$ cat config.mk
export PLATFORM = sky130hd
export DESIGN_NAME = modular_exponentiation
export DESIGN_NICKNAME = d
export VERILOG_FILES = /design/src/sv/mexp_pkg.sv /design/src/sv/mexp_datapath.sv /design/src/sv/mexp_ctrl.sv /design/src/sv/modular_exponentiation.sv
export SDC_FILE = /design/constraint.sdc
export NUM_CORES = 2
export LEC_CHECK = 0
export BUFFER_PORTS_ARGS = -buffer_cell sky130_fd_sc_hd__buf_2
export CAP_MARGIN = 20
export CELL_PAD_IN_SITES_DETAIL_PLACEMENT = 0
export CELL_PAD_IN_SITES_GLOBAL_PLACEMENT = 2
export CORE_ASPECT_RATIO = 0.6
export CORE_MARGIN = 2
export CORE_UTILIZATION = 45
export DETAILED_ROUTE_END_ITERATION = 6
export MAX_ROUTING_LAYER = met4
export PLACE_DENSITY_LB_ADDON = 0.1
export SETUP_SLACK_MARGIN = 0.05
export SLEW_MARGIN = 15
export SYNTH_ARGS = -nofsm -noshare
export SYNTH_HDL_FRONTEND = slang
export SYNTH_SLANG_ARGS = --single-unit
$ cat constraint.sdc
create_clock -name aclk -period 19.2 [get_ports aclk]
set_input_delay 0.96 -clock aclk [delete_from_list [all_inputs] [get_ports aclk]]
set_output_delay 0.96 -clock aclk [all_outputs]
set_load 0.05 [all_outputs]
$ cat src/sv/mexp_pkg.sv
// shared types and constants for the modular exponentiation block
package mexp_pkg;

    // datapath commands from the controller
    typedef struct packed {
        logic load;     // capture operands, start base reduction
        logic square;   // start acc = acc * acc mod m
        logic mult;     // start acc = acc * b mod m
    } mexp_cmd_t;

    // datapath status to the controller
    typedef struct packed {
        logic busy;     // a reduction is in progress
    } mexp_sts_t;

    localparam logic [30:0] MODULUS_RESET = 31'd1000000007;
    localparam logic        OP_POWER      = 1'b0;
    localparam logic        OP_INVERSE    = 1'b1;

endpackage

$ cat src/sv/mexp_datapath.sv
// modular multiply datapath: one product, then bit-serial reduction
module mexp_datapath import mexp_pkg::*; #(
    parameter int MOD_BITS = 31
) (
    input  logic                  aclk,
    input  logic                  aresetn,
    input  mexp_cmd_t             cmd,
    output mexp_sts_t             sts,
    input  logic [MOD_BITS-1:0]   modulus,
    input  logic [30:0]           base,
    output logic [MOD_BITS-1:0]   acc
);
    // product width also holds a full 31-bit base for the first reduction
    localparam int PW = (2 * MOD_BITS > 31) ? 2 * MOD_BITS : 31;
    localparam int CW = $clog2(PW + 1);

    logic [MOD_BITS-1:0] b_reg, b_next;
    logic [MOD_BITS-1:0] acc_reg, acc_next;
    logic [PW-1:0]       prod_reg, prod_next;
    logic [MOD_BITS:0]   rem_reg, rem_next;
    logic [CW-1:0]       cnt_reg, cnt_next;
    logic                busy_reg, busy_next;
    logic                tob_reg, tob_next;
    logic [MOD_BITS:0]   sh;
    logic [MOD_BITS:0]   diff;

    assign sts.busy = busy_reg;
    assign acc      = acc_reg;

    // one remainder bit per cycle, msb first
    always_comb begin
        sh   = {rem_reg[MOD_BITS-1:0], prod_reg[PW-1]};
        diff = sh - {1'b0, modulus};
    end

    always_comb begin
        b_next    = b_reg;
        acc_next  = acc_reg;
        prod_next = prod_reg;
        rem_next  = rem_reg;
        cnt_next  = cnt_reg;
        busy_next = busy_reg;
        tob_next  = tob_reg;
        if (cmd.load) begin
            // reduce base: product = base * 1, result goes to b
            prod_next = PW'(base);
            rem_next  = '0;
            cnt_next  = CW'(PW);
            busy_next = 1'b1;
            tob_next  = 1'b1;
            acc_next  = MOD_BITS'(1);
        end else if (cmd.square || cmd.mult) begin
            prod_next = PW'(acc_reg) * PW'(cmd.square ? acc_reg : b_reg);
            rem_next  = '0;
            cnt_next  = CW'(PW);
            busy_next = 1'b1;
            tob_next  = 1'b0;
        end else if (busy_reg) begin
            prod_next = {prod_reg[PW-2:0], 1'b0};
            rem_next  = diff[MOD_BITS] ? sh : diff;
            cnt_next  = cnt_reg - CW'(1);
            if (cnt_reg == CW'(1)) begin
                busy_next = 1'b0;
                if (tob_reg) b_next = MOD_BITS'(diff[MOD_BITS] ? sh : diff);
                else acc_next = MOD_BITS'(diff[MOD_BITS] ? sh : diff);
            end
        end
    end

    // control clears on reset, payload does not
    always_ff @(posedge aclk) begin
        if (!aresetn) begin
            busy_reg <= 1'b0;
            cnt_reg  <= '0;
        end else begin
            busy_reg <= busy_next;
            cnt_reg  <= cnt_next;
        end
        b_reg    <= b_next;
        acc_reg  <= acc_next;
        prod_reg <= prod_next;
        rem_reg  <= rem_next;
        tob_reg  <= tob_next;
    end
endmodule

$ cat src/sv/mexp_ctrl.sv
// controller: handshakes and the exponent bit scan
module mexp_ctrl import mexp_pkg::*; #(
    parameter int EXP_BITS = 64,
    parameter int MOD_BITS = 31
) (
    input  logic                aclk,
    input  logic                aresetn,
    input  logic                s_valid,
    output logic                s_ready,
    input  logic                s_opcode,
    input  logic [62:0]         s_exponent,
    input  logic [MOD_BITS-1:0] modulus,
    output logic                m_valid,
    input  logic                m_ready,
    output logic                force_one,
    output logic                force_zero,
    output mexp_cmd_t           cmd,
    input  mexp_sts_t           sts
);
    localparam int        IW = (EXP_BITS > 1) ? $clog2(EXP_BITS) : 1;
    localparam logic [2:0] ST_IDLE = 3'd0, ST_BASE = 3'd1, ST_SQ = 3'd2,
                           ST_MUL = 3'd3, ST_DONE = 3'd4;

    logic [2:0]          state_reg, state_next;
    logic [EXP_BITS-1:0] e_reg, e_next;
    logic [IW-1:0]       idx_reg, idx_next;
    logic                one_reg, one_next, zero_reg, zero_next;
    logic [63:0]         e_in;
    logic [EXP_BITS-1:0] e_sel;

    assign s_ready    = (state_reg == ST_IDLE);
    assign m_valid    = (state_reg == ST_DONE);
    assign force_one  = one_reg;
    assign force_zero = zero_reg;

    // effective exponent for either operation
    always_comb begin
        if (s_opcode == OP_INVERSE) e_in = 64'(modulus) - 64'd2;
        else                        e_in = {1'b0, s_exponent};
        e_sel = e_in[EXP_BITS-1:0];
    end

    always_comb begin
        state_next = state_reg;
        e_next     = e_reg;
        idx_next   = idx_reg;
        one_next   = one_reg;
        zero_next  = zero_reg;
        cmd        = '0;
        case (state_reg)
            ST_IDLE: begin
                if (s_valid) begin
                    e_next   = e_sel;
                    idx_next = IW'(EXP_BITS - 1);
                    if (s_opcode == OP_INVERSE && modulus < MOD_BITS'(2)) begin
                        one_next = 1'b0; zero_next = 1'b1; state_next = ST_DONE;
                    end else if (e_sel == '0) begin
                        one_next = 1'b1; zero_next = 1'b0; state_next = ST_DONE;
                    end else if (modulus < MOD_BITS'(2)) begin
                        one_next = 1'b0; zero_next = 1'b1; state_next = ST_DONE;
                    end else begin
                        one_next = 1'b0; zero_next = 1'b0;
                        cmd.load = 1'b1; state_next = ST_BASE;
                    end
                end
            end
            ST_BASE: begin
                if (!sts.busy) begin
                    cmd.square = 1'b1; state_next = ST_SQ;
                end
            end
            ST_SQ: begin
                if (!sts.busy) begin
                    if (e_reg[idx_reg]) begin
                        cmd.mult = 1'b1; state_next = ST_MUL;
                    end else if (idx_reg == '0) begin
                        state_next = ST_DONE;
                    end else begin
                        idx_next = idx_reg - IW'(1);
                        cmd.square = 1'b1;
                    end
                end
            end
            ST_MUL: begin
                if (!sts.busy) begin
                    if (idx_reg == '0) state_next = ST_DONE;
                    else begin
                        idx_next = idx_reg - IW'(1);
                        cmd.square = 1'b1; state_next = ST_SQ;
                    end
                end
            end
            ST_DONE: begin
                if (m_ready) state_next = ST_IDLE;
            end
            default: state_next = ST_IDLE;
        endcase
    end

    always_ff @(posedge aclk) begin
        if (!aresetn) begin
            state_reg <= ST_IDLE;
        end else begin
            state_reg <= state_next;
        end
        e_reg    <= e_next;
        idx_reg  <= idx_next;
        one_reg  <= one_next;
        zero_reg <= zero_next;
    end
endmodule

$ cat src/sv/modular_exponentiation.sv
// top level of the modular exponentiation block
//   channel | ports                               | direction
//   input   | s_valid s_ready s_opcode s_base ... | in
//   result  | m_valid m_ready m_value             | out
//   config  | cfg_we cfg_data                     | in
// one item at a time; the item starts a base reduction, then one squaring per
// exponent bit and one multiply per set bit, each a product and a bit-serial
// reduction over 2*MOD_BITS product bits (31 when MOD_BITS is below 16)
// a zero exponent or a modulus below two goes straight to the result
// synchronous active-low reset; modulus resets to 1000000007
// a stalled result holds, and no new item is taken until it leaves
module modular_exponentiation import mexp_pkg::*; #(
    parameter int EXP_BITS = 64,
    parameter int MOD_BITS = 31
) (
    input  logic        aclk,
    input  logic        aresetn,
    input  logic        cfg_we,
    input  logic [30:0] cfg_data,
    input  logic        s_valid,
    output logic        s_ready,
    input  logic        s_opcode,
    input  logic [30:0] s_base,
    input  logic [62:0] s_exponent,
    output logic        m_valid,
    input  logic        m_ready,
    output logic [30:0] m_value
);
    logic [MOD_BITS-1:0] mod_reg;
    logic [MOD_BITS-1:0] acc;
    logic                force_one, force_zero;
    mexp_cmd_t           cmd;
    mexp_sts_t           sts;

    // modulus register
    always_ff @(posedge aclk) begin
        if (!aresetn) begin
            mod_reg <= MODULUS_RESET[MOD_BITS-1:0];
        end else if (cfg_we) begin
            mod_reg <= cfg_data[MOD_BITS-1:0];
        end
    end

    mexp_ctrl #(.EXP_BITS(EXP_BITS), .MOD_BITS(MOD_BITS)) u_ctrl (
        .aclk, .aresetn, .s_valid, .s_ready, .s_opcode, .s_exponent,
        .modulus(mod_reg), .m_valid, .m_ready, .force_one, .force_zero,
        .cmd, .sts
    );

    mexp_datapath #(.MOD_BITS(MOD_BITS)) u_dp (
        .aclk, .aresetn, .cmd, .sts, .modulus(mod_reg),
        .base(s_base), .acc
    );

    // result select
    always_comb begin
        if (force_one)       m_value = 31'd1;
        else if (force_zero) m_value = '0;
        else                 m_value = 31'(acc);
    end
endmodule
==> flow_summary.json <==
{
  "status": "finished, final reports clean",
  "die-area_um2": 104000,
  "setup_viol": 0,
  "swShare_pct": 42.2,
  "critical_path_arrival_ns": 13.19,
  "num-nets-final": 6211,
  "drtIter0Drc": 3284,
  "ir_worst_vdd_mv": 0.0709,
  "relSlewSlack_pct": 29.5,
  "synthAdderAreaFrac_pct": 44.7,
  "cts_buffers": 27,
  "root_buffer": "clkbuf_16",
  "wl_per_cell_um": 23.9,
  "critPathBufInv": 5,
  "largest_reg_flops": 64,
  "synth_top_cell_area_share_pct": 36.8,
  "io_pins": 164,
  "postCtsResizedCells": 0,
  "clockBufferDepth": 3,
  "rsz0062_at_grt": "no",
  "slowest_delay_ns": 1.05,
  "max_freq_ghz": 0.0789,
  "end_kind": "register",
  "synth.top_cells.by_area": "fa_1 37%, edfxtp_1 8.8%, ha_1 8.0%, and2_1 7.2%, inv_1 7.0%",
  "pwr-share-comb_pct": 42.7,
  "synthArstFlopShare_pct": 0,
  "path_delay_family": "adder cells",
  "cp_data_required_time_ns": 19.71,
  "cts_tree": "yes",
  "skew_ns": 0.0230,
  "worst_pin_slew_ns": 1.06,
  "finalHoldViolCount": 0,
  "drive_above_1_share_pct": 7.34,
  "overflow": 0,
  "internal_power_uw": 1340,
  "synth_area_leader_cell": "fa_1",
  "synth_edf_count": 134,
  "syn_area_um2": 45600,
  "synth_top_family_by_area": "adder cells",
  "period_share_pct": 66.0,
  "drtAntennaViolNets": 0,
  "portBuffers": 163,
  "grt_pass1_vias": 34900,
  "syn_inst": 4990,
  "synth_compound_area_share_pct": 9.09,
  "start_util_pct": 45.4,
  "hold_buffers": 0,
  "antenna_found_initial": 4,
  "yosysWarnings": 0,
  "die_h_um": 251,
  "hold_class": "register to register",
  "dpl.hpwl_mm": 115,
  "synth_cell_type_count": 76,
  "final_util_pct": 48.2,
  "drv_slew": 0,
  "reg2reg_from": "u_ctrl.idx_reg[1]",
  "yosys.area_share.xor_xnor_pct": 1.88,
  "finalSetupTns_ns": 0,
  "worst_setup_path_start_kind": "register",
  "cp_max_fo": 62,
  "clk_pin_slew_worst_paths_ns": 0.07,
  "post_cts_buffers": 0,
  "synthMuxAreaShare_pct": 2.62,
  "crit_start": "u_ctrl.idx_reg[1]",
  "syn_area_per_cell_um2": 9.14,
  "synth_fp_nets": 6249,
  "h-tree-depth": 1,
  "via_per_inst": 5.48,
  "yosysMostFrequentCell": "inv_1",
  "maxCapViolCount": 0,
  "pwr-share-clk_pct": 23.8,
  "synth_seq_cells": 269,
  "ys_seq_area_share_pct": 14.7,
  "cts.sinks": 269,
  "period_needed_ns": 12.68,
  "core_um2": 101000,
  "fp-row-count": 90,
  "cpMaxStageDelayCell": "edfxtp_1",
  "power_density_nw_per_um2": 47.7,
  "yosys.area_share.simple_pct": 17.3,
  "area_growth_syn_to_layout_pct": 6.26,
  "p_switching_uw": 977,
  "drc_errors": 0,
  "clock_latency_ns": 0.60,
  "critical_path_class": "register to register",
  "grt_max_degree": 68,
  "gp_congestion": 0.950,
  "path_common_cell": "fa_1",
  "vias": 34600,
  "firstDrtPassIters": 6,
  "hold_path_startpoint": "u_dp.acc[8]",
  "grt_pass1_wl_mm": 231,
  "die_x_um": 415,
  "seqPwrFrac_pct": 33.5,
  "synthFlopType": "dfxtp_1",
  "netlist_top_cells_count": "852 x inv_1, 838 x fa_1, 685 x nand2_1",
  "gr-usage-all-layers_pct": 30.4,
  "p_leak_uw": 0.0237,
  "drt-total-wl_mm": 151
}
[worst paths after layout]
kind | to | slack, ns | cells past startpoint
setup reg to reg | u_dp.prod_reg[59] | 6.52 | 33
hold / removal | u_dp.acc[8] | 0.45 | 2
setup / recovery | u_dp.prod_reg[59] | 6.52 | 33
hold reg to reg | u_dp.acc[8] | 0.45 | 2
[worst min-delay path, stage by stage (launching register included)]
cell and delay (ns):
dfxtp_1 0.31, nand2_1 0.05, a21oi_1 0.05
[layout by cell type, fill, tap and decap left out, types with 32 or more instances in the layout]
master / n
inv_1: 851
fa_1: 838
nand2_1: 682
and2_1: 523
ha_1: 290
nor2_1: 183
buf_2: 163
a21oi_1: 136
dfxtp_1: 134
edfxtp_1: 134
o21ai_0: 115
a21o_1: 94
buf_4: 84
xnor2_1: 68
a211oi_1: 66
mux2i_1: 60
nor3_1: 34
o21a_1: 33
nand3_1: 32
[cell families after synthesis]
group                      count (synthesis)
adders and majority gates               1128
DFF                                      269
buffers and inverters                   1168
and+or+nand+nor                         1609
xor gates and xnor gates                  98
muxes                                     95
AOI/OAI and AO/OA                        623
[power by group through the flow]
stage	clock [uW]	sequential, uW	combinational, uW
after floorplan	0	760	648
after detailed placement	0	784	971
after global routing	584	783	1070
after CTS	561	773	977
final	550	774	987
after global placement	0	784	970
[final cells by class]
| cell class | instances | area (um2) |
|---|---|---|
| fill | 9828 | 52100 |
| multi-input combinational | 3553 | 34500 |
| sequential | 269 | 6730 |
| inverter | 852 | 3200 |
| tap | 1334 | 1670 |
| timing repair buffer | 249 | 1490 |
| clock buffer | 39 | 751 |
| clock inverter | 11 | 96.3 |
| antenna | 4 | 10.0 |
[routing by layer]
| metal | up-vias | part of all wire, % | track usage [%] |
|---|---|---|---|
| li1 | 15500 | - | - |
| met1 | 17700 | 52 | 49.8 |
| met2 | 1266 | 38 | 39.5 |
| met3 | 113 | 8.8 | 5.42 |
| met4 | 0 | 1.2 | 3.09 |
| met5 | - | 0 | - |
[stage by stage]
step | cell area [um2] | worst slack [ns] | cells | power [uW] | hold WS (ns)
2_1_floorplan | 45600 | 8.48 | 4990 | 1410 | 0.432
3_3_place_gp | 47600 | 6.84 | 6255 | 1750 | 0.444
3_5_place_dp | 47600 | 6.64 | 6255 | 1750 | 0.449
4_1_cts | 48400 | 6.62 | 6305 | 2310 | 0.458
5_1_grt | 48500 | 5.76 | 6308 | 2440 | 0.499
6_report | 48500 | 6.52 | 6311 | 2310 | 0.455
Power figures use the tool's default switching activity.
